===== src/design/tst_pkg.sv =====
// Shared types and constants for the transaction state tracker.
// No dependencies.
`default_nettype none

package tst_pkg;

   localparam int unsigned SLOT_W         = 10;
   localparam int unsigned KIND_W         = 3;
   localparam int unsigned STAGE_W        = 3;
   localparam int unsigned STATE_W        = 5;
   localparam int unsigned STEP_W         = 5;
   localparam int unsigned SLOT_COUNT_DEF = 1024;
   localparam int unsigned TIME_BITS_DEF  = 48;

   // controller -> datapath
   typedef struct packed {
      logic clear;    // zero one state entry and advance the sweep
      logic capture;  // latch request and read the slot tables
      logic commit;   // write back and load the result register
   } tst_cmd_type;

   // datapath -> controller
   typedef struct packed {
      logic clear_last;  // sweep is at the final entry
      logic rsp_stall;   // result register full and not being taken
   } tst_status_type;

endpackage

`default_nettype wire


===== src/design/tst_ctrl.sv =====
// Sequencing state machine for the transaction state tracker.
// Depends on tst_pkg.
`default_nettype none

module tst_ctrl (
   input  wire logic                    clock,
   input  wire logic                    reset,
   input  wire logic                    req_valid,
   output logic                         req_ready,
   input  wire tst_pkg::tst_status_type status,
   output tst_pkg::tst_cmd_type         cmd
);

   typedef enum logic [2:0] {
      ST_CLEAR = 3'b001,
      ST_IDLE  = 3'b010,
      ST_EXEC  = 3'b100
   } tst_fsm_type;

   tst_fsm_type state_ff;
   tst_fsm_type state_in;

   always_comb begin
      state_in    = state_ff;
      cmd.clear   = 1'b0;
      cmd.capture = 1'b0;
      cmd.commit  = 1'b0;
      req_ready   = 1'b0;
      unique case (state_ff)
         ST_CLEAR: begin
            cmd.clear = 1'b1;
            if (status.clear_last) begin
               state_in = ST_IDLE;
            end
         end
         ST_IDLE: begin
            req_ready = 1'b1;
            if (req_valid) begin
               cmd.capture = 1'b1;
               state_in    = ST_EXEC;
            end
         end
         ST_EXEC: begin
            // hold until the result register can take the item
            if (!status.rsp_stall) begin
               cmd.commit = 1'b1;
               state_in   = ST_IDLE;
            end
         end
         default: begin
            state_in = ST_CLEAR;
         end
      endcase
   end

   always_ff @(posedge clock) begin
      if (reset) begin
         state_ff <= ST_CLEAR;
      end else begin
         state_ff <= state_in;
      end
   end

endmodule

`default_nettype wire


===== config.mk =====
export PLATFORM = sky130hd
export DESIGN_NAME = tst_ctrl
export DESIGN_NICKNAME = d
export VERILOG_FILES = /design/src/design/tst_pkg.sv /design/src/design/tst_ctrl.sv
export SDC_FILE = /design/constraint.sdc
export NUM_CORES = 1
export LEC_CHECK = 0
export BUFFER_PORTS_ARGS = -buffer_cell sky130_fd_sc_hd__buf_2
export CORE_AREA = 2 2 39 41
export CTS_BUF_LIST = sky130_fd_sc_hd__clkbuf_8
export CTS_CLUSTER_DIAMETER = 150
export DETAILED_ROUTE_END_ITERATION = 8
export DIE_AREA = 0 0 41 43
export GPL_TIMING_DRIVEN = 0
export REMOVE_ABC_BUFFERS = 1
export SLEW_MARGIN = 40
export SYNTH_ARGS = -nofsm -noshare
export SYNTH_HDL_FRONTEND = slang
export SYNTH_SLANG_ARGS = --single-unit

===== constraint.sdc =====
create_clock -name clock -period 3.6 [get_ports clock]
set_clock_uncertainty 0.2 [all_clocks]
set_input_delay 0.18 -clock clock [delete_from_list [all_inputs] [get_ports clock]]
set_output_delay 0.18 -clock clock [all_outputs]
set_load 0.05 [all_outputs]

==> impl_results.md, run 1 <==
- Share of the synthesized area in the top cell type: 31.6%
- Average via count per standard cell: 3.91
- Max VDD drop: 0.164 mV
- Cell with the biggest individual delay on the critical path: dfxtp_1
- Setup Total Neg Slack: 0 ps
- Min-Delay Path Depth: 4
- Vias in the first global route: 178
- Crit end category: output port
- Minimum setup slack among reg-to-reg paths: 2260 ps
- Worst hold margin: 171 ps
- Die outline area: 1760 um^2
- Setup repair after global routing missed its margin: no
- Final period util: 47.6%
- Terminus of the critical flop-to-flop path: state_ff[1]
- Largest regs: state_ff x3
- Number of DRC markers after the initial detailed-route iteration: 4
- WL final: 459 um
- Final Instance Area: 305 um^2
- Synth cell types: 12
- Yosys synthesis warning count: 0
- Buffer levels on the longest clock path: 2
- Number of synthesized register bits: 3
- Biggest area consumer among synthesized cells: dfxtp_1
- Sinks on the clock net: 3
- Transition time of the tightest slew-check pin: 340 ps
- Number of filler cells placed in the layout: 154
- First-pass GRT wire length: 724 um
- Number of pins with negative max-slew slack in the final report: 0
- Width of the die: 41 um
- Launching point of the worst reg2reg path: state_ff[0]
- Total of buffers placed on input and output ports: 8
- Area after DPL: 250 um^2
- Multiplexer area fraction after synthesis: 0%
- Largest cells by area after synthesis: dfxtp_1 32%, nor4b_2 16%, nor3b_4 9.9%
- Final Wtd Congestion: 0.697
- Total routing resource utilization after global routing: 6.92%
- Clock insertion delay at the later pin of the skew report: 220 ps
- First drt pass iteration count: 2
- Share of the synthesized area in compound gates (AO/OA/AOI/OAI): 7.24%
- Vias: 180
- Clock period minus final worst setup slack: 1720 ps
- Worst slew margin relative to its limit: 77.3%
- Antenna viol nets, final: 0
- Average wire per standard cell: 9.98 um
- Congestion Overflow GR: 0
- Post-detailed-placement half-perimeter wirelength: 339 um
- Layout-stage area growth over the synthesis result: 60.5%
- Share of post-route cells with drive strength above 1: 56.7%
- Largest driver fanout on the critical path: 6
- Slowest stage delay, CP: 420 ps
- Outcome: finished, final reports clean
- Clock tree from TritonCTS: done
- Static Leak: 0.125 nW
- Chip Height: 43 um
- Diodes inserted: 0
- DRC errors left: 0
- Dominant combinational cell family by area after synthesis: simple AND/OR/NAND/NOR gates
- Fraction of the yosys area taken by sequential cells: 31.6%
- H-tree Lvls: 1
- Number of flip-flops in the largest register: 3
- Final hold violation count: 0
- Post-synthesis simple-gate area fraction: 56.6%
- Commonest cells after routing, fill and taps aside: 8 x buf_2, 3 x nor2_1, 3 x clkbuf_8, 3 x dfxtp_1, 2 x nor4b_2
- Area of the mapped netlist: 190 um^2
- Startpoint-to-endpoint class of the critical path: flop to output port
- Clk slew on worst S/H paths: 30 ps
- Post-synthesis average cell area: 11.2 um^2
- FMAX: 583 MHz
- Number of core rows: 14
- Number of maximum-capacitance constraint violations: 0
- Post-CTS Resized: 0
- Maximum number of pins on one net before global-route repair: 7
- Post-layout net count: 36
- Starting Density: 13.7%
- Final setup fails: 0
- Path category of the worst min-delay check: input pin to flop
- Register name with the most flops: state_ff
- Arrival time at the worst endpoint: 1340 ps
- Post-synthesis share of cell area spent on full adders, half adders and majority gates: 0%
- Critical path cell sequence: nor3b_4 -> and2_2 -> buf_2
- Ports: 9
- Initial antenna violation count: 0
- Data required time at the worst endpoint: 3220 ps
- Power Dens Cells: 667 nW/um^2
- Xor/xnor cell area share of the yosys netlist: 4.61%
- Dominant delay contributor by cell family on the critical path: simple AND/OR/NAND/NOR gates
- Mapped Cells: 17
- Buffer and inverter count on the worst path: 1
- Hold path startpoint: status[1]
- Leading cell type in the layout, fill and taps excluded: buf_2
- Depth of the worst register-to-register path: 3
- Number of buffers created by CTS: 3
- Core area: 1380 um^2
- Endpoint, Worst Hold: state_ff[0]
- Startpoint type of the worst setup path: flop
- Root buf cell: clkbuf_8
==> cell type report <==
type,instances,area (um^2),share of cell area [%]
clock buffers,3,41.3,13.5
well taps,16,20.0,6.56
clock inverters,1,3.75,1.23
flip-flops and latches,3,60.1,19.7
multi-input cells,14,130,42.6
repair buffers,9,50.0,16.4
==> cells in the mapped netlist, drive strengths merged <==
master	n
nor4	1
o31a	1
nor4b	2
nor3b	2
and2	1
nor2	3
o21ai	1
and4bb	1
and2b	1
xnor2	1
dfxtp	3
==> worst max path at each step <==
stage                           start          end  slack, ps  depth (start not counted)
after CTS                 state_ff[1]       cmd[1]       1870                          3
after detailed placement  state_ff[1]       cmd[1]       2110                          3
after floorplan           state_ff[0]  state_ff[1]       1410                          2
after global routing      state_ff[1]       cmd[1]       1770                          3
after global placement    state_ff[1]       cmd[1]       2110                          3
final                     state_ff[1]       cmd[1]       1880                          3
==> per-stage QoR <==
stage               total power (W)  worst slack [ps]  std cells  util, %
finish                     0.000203              1880         46     22.1
global route               0.000214              1770         46     22.1
CTS                        0.000206              1870         46     22.1
detailed placement         0.000106              2110         41     18.1
global placement           0.000106              2110         41     18.1
floorplan                 0.0000935              1410         17        -
==> cell families after synthesis <==
group / after synthesis
compound gates: 2
xor+xnor: 1
flops: 3
simple gates: 11
==> worst min-delay path, stage by stage <==
cell,delay [ps]
buf_2,80
nor4b_2,50
nor2_1,120
o21ai_0,100
==> repair_timing <==
item	CTS	global route
buffers inserted	0	0
hold buffers	1	0
endpoints found under the hold margin	1	0
setup endpoints to repair	0	0
==> layer usage <==
| layer | global-route usage (%) | vias to the layer above | routed length (um) |
|---|---|---|---|
| met2 | 7.50 | 8 | 202 |
| li1 | - | 91 | - |
| met3 | 3.14 | 2 | 40 |
| met4 | 10.0 | 0 | 20 |
| met5 | 0 | - | 0 |
| met1 | 7.69 | 79 | 196 |
==> power breakdown <==
part,switching [W],internal (W)
clock network,0.0000244,0.0000728
logic,0.0000345,0.0000220
registers,0.0000105,0.0000393
Power figures use the tool's default switching activity.
==> inputs of run 2 (changes only) <==
--- a/config.mk
+++ b/config.mk
@@ -5,6 +5,7 @@
 export SDC_FILE = /design/constraint.sdc
 export NUM_CORES = 1
 export LEC_CHECK = 0
+export ABC_AREA = 1
 export BUFFER_PORTS_ARGS = -buffer_cell sky130_fd_sc_hd__buf_2
 export CORE_AREA = 2 2 39 41
 export CTS_BUF_LIST = sky130_fd_sc_hd__clkbuf_8
==> constraint.sdc (replaced) <==
create_clock -name clock -period 1.5 [get_ports clock]
set_clock_uncertainty 0.2 [all_clocks]
set_input_delay 0.075 -clock clock [delete_from_list [all_inputs] [get_ports clock]]
set_output_delay 0.075 -clock clock [all_outputs]
set_load 0.05 [all_outputs]
==> run 2 against run 1 <==
The flow now finishes with violations (negative hold slack). Hold slack got worse by 180 ps. Clock power increased by 130%. Worst setup slack got worse by 1800 ps. Highest routed layer unchanged. Sequential power increased by 110%.
==> impl_results.md, run 2 <==
- Clock insertion delay at the later pin of the skew report: 210 ps
- Setup Total Neg Slack: 0 ps
- Number of core rows: 14
- Final Wtd Congestion: 0.664
- Static Leak: 0.176 nW
- Share of the synthesized area in the top cell type: 37.2%
- Number of buffers created by CTS: 3
- Cell-internal power: 0.000304 W
- Number of flip-flops in the largest register: 3
- First drt pass iteration count: 4
- Width of the die: 41 um
- FMAX: 704 MHz
- Total routing resource utilization after global routing: 6.72%
- Synth cell types: 7
- Startpoint type of the worst setup path: input pin
- Number of synthesized flops with an enable pin: 0
- Critical path cell sequence: dlygate4sd3_1 -> buf_2 -> nand4_1 -> inv_1 -> buf_2
- Post-cts hold buffer count: 3
- Power Dens Cells: 1510 nW/um^2
- Maximum number of pins on one net before global-route repair: 5
- Starting Density: 11.7%
- Number of DRC markers after the initial detailed-route iteration: 1
- Number of setup buffers added after CTS: 0
- Worst slew margin relative to its limit: 83.5%
- Mapped Cells: 27
- Buffer and inverter count on the worst path: 4
- Root buf cell: clkbuf_8
- Post-layout net count: 48
- Number of maximum-capacitance constraint violations: 0
- Transition time of the tightest slew-check pin: 250 ps
- Fraction of the yosys area taken by sequential cells: 37.2%
- Core area: 1380 um^2
- Clock period minus final worst setup slack: 1420 ps
- Seq pwr share: 23.1%
- Path category of the worst min-delay check: input pin to flop
- Violations in the final reports: negative hold slack
- Cell with the biggest individual delay on the critical path: dlygate4sd3_1
- Data required time at the worst endpoint: 1220 ps
- Register name with the most flops: state_ff
- CP dominant cell by count: buf_2
- Initial antenna violation count: 0
- First-pass GRT wire length: 662 um
- Switching part of the total: 32.0%
- Final period util: 94.7%
- Post-CTS Resized: 0
- Sinks on the clock net: 3
- Clk slew on worst S/H paths: 30 ps
- Commonest cells after routing, fill and taps aside: 8 x inv_1, 8 x buf_2, 6 x nand3_1, 6 x nor2_1
- DRC errors left: 0
- FF/Latch Area: 60.1 um^2
- Outcome: finished with violations
- Most instantiated cells after synthesis: 7 x inv_1, 6 x nand3_1, 6 x nor2_1
- Share of post-route cells with drive strength above 1: 26.2%
- Chip Height: 43 um
- Final hold violation count: 1
- Clock tree from TritonCTS: done
- Clock group share of total power: 49.8%
- Combinational share of power: 27.1%
- H-tree Lvls: 1
- Startpoint-to-endpoint class of the critical path: input pin to output port
- Total of buffers placed on input and output ports: 8
- Top FF cell, synth: dfxtp_1
- Die outline area: 1760 um^2
- Dominant delay contributor by cell family on the critical path: buffers and inverters
- Most used standard cell by instance count after synthesis: inv_1
- Switching pwr: 0.000143 W
- Antenna viol nets, final: 0
- Worst hold margin: -8.83 ps
- Congestion Overflow GR: 0
- Slowest stage delay, CP: 520 ps
- Largest cells by area after synthesis: dfxtp_1 37%, nand3_1 19%, inv_1 16%
- Buffer levels on the longest clock path: 2
- Area used by multi-input combinational logic: 75.1 um^2
- Arrival time at the worst endpoint: 1150 ps
- Diodes inserted: 0
- Ports: 9
- Final setup fails: 0
- Max VDD drop: 0.372 mV
- Area of the mapped netlist: 161 um^2
- Average wire per standard cell: 6.72 um
- Setup repair after global routing missed its margin: no
- Crit end category: output port
- Vias: 209
- WL final: 390 um
- Number of synthesized register bits: 3
- Number of filler cells placed in the layout: 161
- Largest driver fanout on the critical path: 2
- Average via count per standard cell: 3.60
- Vias in the first global route: 184
- Layout-stage area growth over the synthesis result: 83.7%
- Yosys synthesis warning count: 0
- Largest regs: state_ff x3
- Biggest area consumer among synthesized cells: dfxtp_1
- Number of pins with negative max-slew slack in the final report: 0
- Post-synthesis average cell area: 5.98 um^2
- Async set-reset flop share out of synthesis: 0%
## run 2: cell types whose count changed in the layout (fill, tap and decap cells not counted), moves of 2 or more
cell,before,now
nor2_1,3,6
nor4b_2,2,0
nand3_1,0,6
dlygate4sd3_1,1,3
nand2_1,0,3
inv_1,1,8
## run 2: logic make-up after synthesis
| logic type | after synthesis | share of synthesized area, % |
|---|---|---|
| simple gates | 16 | 43.4 |
| buf+inv | 7 | 16.3 |
| flops | 3 | 37.2 |
| compound gates | 1 | 3.10 |
## run 2: power by group through the flow
stage               clock network, W   logic, W  registers (W)
floorplan                          0  0.0000918       0.000102
global placement                   0   0.000117       0.000104
detailed placement                 0   0.000118       0.000104
CTS                         0.000232   0.000123       0.000103
global route                0.000242   0.000136       0.000104
finish                      0.000222   0.000121       0.000103
## run 2: per-stage QoR
step / util [%] / total power [W] / instances / setup slack [ps] / cell area [um^2]
2_1_floorplan: - / 0.000194 / 27 / 51.2 / 161
3_3_place_gp: 16.0 / 0.000221 / 51 / 348 / 221
3_5_place_dp: 16.0 / 0.000222 / 51 / 333 / 221
4_1_cts: 21.4 / 0.000458 / 58 / 72.5 / 297
5_1_grt: 21.4 / 0.000482 / 58 / 6.04 / 297
6_report: 21.4 / 0.000447 / 58 / 78.9 / 297
## run 2: worst reg2reg max path, delay by kind of cell (launching register included)
kind / cells / cell delay (ps)
flip-flops: 1 / 360
AND/OR/NAND/NOR: 5 / 380
## run 2: final timing paths
| path | startpoint | endpoint | slack (ps) | depth (start not counted) |
|---|---|---|---|---|
| setup / recovery | req_valid | cmd[1] | 80 | 5 |
| hold / removal | status[1] | state_ff[0] | -9 | 4 |
| setup reg to reg | state_ff[2] | state_ff[1] | 450 | 5 |
| hold reg to reg | state_ff[2] | state_ff[2] | 350 | 2 |
## run 2: final cells by class
cell class | instances | share of cell area, %
multi-input cells | 17 | 25.3
repair buffers | 11 | 23.6
flip-flops and latches | 3 | 20.3
clock buffers | 3 | 13.9
inverters | 7 | 8.86
well taps | 16 | 6.75
clock inverters | 1 | 1.27
## run 2: routing by layer
layer,global-route usage (%),wire length [um],up-vias
li1,-,-,113
met1,5.45,160,88
met2,8.13,185,6
met3,6.28,39,2
met4,8.00,4,0
met5,0,0,-
==> inputs of run 3 (changes only) <==
--- a/config.mk
+++ b/config.mk
@@ -7,13 +7,17 @@
 export LEC_CHECK = 0
 export ABC_AREA = 1
 export BUFFER_PORTS_ARGS = -buffer_cell sky130_fd_sc_hd__buf_2
+export CELL_PAD_IN_SITES_DETAIL_PLACEMENT = 0
+export CELL_PAD_IN_SITES_GLOBAL_PLACEMENT = 1
 export CORE_AREA = 2 2 39 41
 export CTS_BUF_LIST = sky130_fd_sc_hd__clkbuf_8
 export CTS_CLUSTER_DIAMETER = 150
 export DETAILED_ROUTE_END_ITERATION = 8
 export DIE_AREA = 0 0 41 43
 export GPL_TIMING_DRIVEN = 0
+export PLACE_DENSITY_LB_ADDON = 0.1
 export REMOVE_ABC_BUFFERS = 1
+export SKIP_CTS_REPAIR_TIMING = 1
 export SLEW_MARGIN = 40
 export SYNTH_ARGS = -nofsm -noshare
 export SYNTH_HDL_FRONTEND = slang
==> run 3 against run 2 <==
The flow still finishes with violations (negative hold slack). Sequential power about the same. Design area decreased by 6.8%. Fmax rose by 0.39%. Sequential share of layout area rose by 1.5 points. Hold slack worse by 9.3 ps. Count of clock-buffer cells in the layout unchanged. Global-route usage did not move.
==> impl_results.md, run 3 (synthesis results as in run 2) <==
- Outcome: finished with violations
- Violations in the final reports: negative hold slack
- Final Instance Area: 277 um^2
- Total of buffers placed on input and output ports: 8
- Slowest stage delay, CP: 330 ps
- Clk slew on worst S/H paths: 30 ps
- FMAX: 706 MHz
- Commonest cells after routing, fill and taps aside: 8 x inv_1, 8 x buf_2, 6 x nand3_1, 6 x nor2_1
- Final setup fails: 0
- Final Wtd Congestion: 0.591
- Width of the die: 41 um
- Number of flip-flops in the largest register: 3
- DRC errors left: 0
- H-tree Lvls: 1
- Largest driver fanout on the critical path: 4
- Cell with the biggest individual delay on the critical path: dfxtp_1
- Maximum number of pins on one net before global-route repair: 5
- Largest regs: state_ff x3
- Congestion Overflow GR: 0
- Clock period minus final worst setup slack: 1420 ps
- Number of maximum-capacitance constraint violations: 0
- Startpoint-to-endpoint class of the critical path: flop to output port
- Power Dens Cells: 1630 nW/um^2
- Total routing resource utilization after global routing: 6.72%
- First drt pass iteration count: 4
- Transition time of the tightest slew-check pin: 249 ps
- Post-detailed-placement half-perimeter wirelength: 373 um
- Average via count per standard cell: 3.55
- Worst hold margin: -18.2 ps
- Buffer levels on the longest clock path: 2
- Setup Total Neg Slack: 0 ps
- Diodes inserted: 0
- Static Leak: 0.168 nW
- Number of pins with negative max-slew slack in the final report: 0
- Clock tree from TritonCTS: done
- Layout-stage area growth over the synthesis result: 71.3%
- First-pass GRT wire length: 738 um
- Overall Power: 0.000451 W
- Average wire per standard cell: 8.55 um
- WL final: 479 um
- Critical path cell sequence: nor2_1 -> nand2_1 -> nor2_1 -> buf_2
- Final hold violation count: 3
- Number of core rows: 14
- Starting Density: 11.7%
- Number of buffers created by CTS: 3
- Crit end category: output port
- Sinks on the clock net: 3
- Final period util: 94.4%
- Ports: 9
- Max VDD drop: 0.426 mV
- Post-layout net count: 46
- Worst slew margin relative to its limit: 83.5%
- Area after DPL: 221 um^2
- Number of DRC markers after the initial detailed-route iteration: 5
- Initial antenna violation count: 0
- Antenna viol nets, final: 0
- Data required time at the worst endpoint: 1220 ps
- Path category of the worst min-delay check: input pin to flop
- Share of post-route cells with drive strength above 1: 27.5%
- Clock insertion delay at the later pin of the skew report: 210 ps
- Register name with the most flops: state_ff
- Die outline area: 1760 um^2
- Arrival time at the worst endpoint: 1140 ps
- Dominant delay contributor by cell family on the critical path: flip-flops
- Setup repair after global routing missed its margin: no
- Vias: 199
- Buffer and inverter count on the worst path: 1
- Root buf cell: clkbuf_8
- Startpoint type of the worst setup path: flop
- Chip Height: 43 um
- Vias in the first global route: 200
- CP dominant cell by count: nor2_1
- Core area: 1380 um^2
## run 3: metal layers
metal	global-route usage, %	vias up	routed length (um)
met5	0	-	0
met2	8.44	7	203
met4	8.00	0	0
li1	-	109	-
met1	8.01	83	236
met3	1.57	0	38
## run 3: area by class of cell
cell class / instances / area, um^2
Timing Repair Buffer: 9 / 50.0
Fill cell: 166 / 1110
Inverter: 7 / 26.3
Clock buffer: 3 / 41.3
Multi-Input combinational cell: 17 / 75.1
Clock inverter: 1 / 3.75
Sequential cell: 3 / 60.1
Tap cell: 16 / 20.0
## run 3: report_power, final
part / switching (W) / leakage, nW / internal [W]
Sequential: 0.0000130 / 0.0247 / 0.0000924
Combinational: 0.0000863 / 0.116 / 0.0000341
Clock: 0.0000509 / 0.0269 / 0.000174
Total: 0.000150 / 0.168 / 0.000301
## run 3: final timing paths
kind                                   from           to  slack (ps)  depth (start not counted)
worst max-delay path            state_ff[1]       cmd[0]          80                          4
worst min-delay path              req_valid  state_ff[1]         -20                          4
worst max register to register  state_ff[1]  state_ff[1]         400                          5
worst min register to register  state_ff[2]  state_ff[2]         360                          2
## run 3: metrics by stage
| stage | util, % | setup WS, ps | cells | hold slack [ps] |
|---|---|---|---|---|
| floorplan | - | 51.2 | 27 | -55.9 |
| global placement | 16.0 | 327 | 51 | 51.9 |
| detailed placement | 16.0 | 311 | 51 | 63.6 |
| CTS | 19.3 | 87.1 | 55 | -165 |
| global route | 20.0 | 24.8 | 56 | 9.34 |
| finish | 20.0 | 84.4 | 56 | -18.2 |
## run 3: worst min-delay path, stage by stage
cell	delay [ps]
buf_2	90
nor2_1	40
nor2_1	90
nor2_1	50
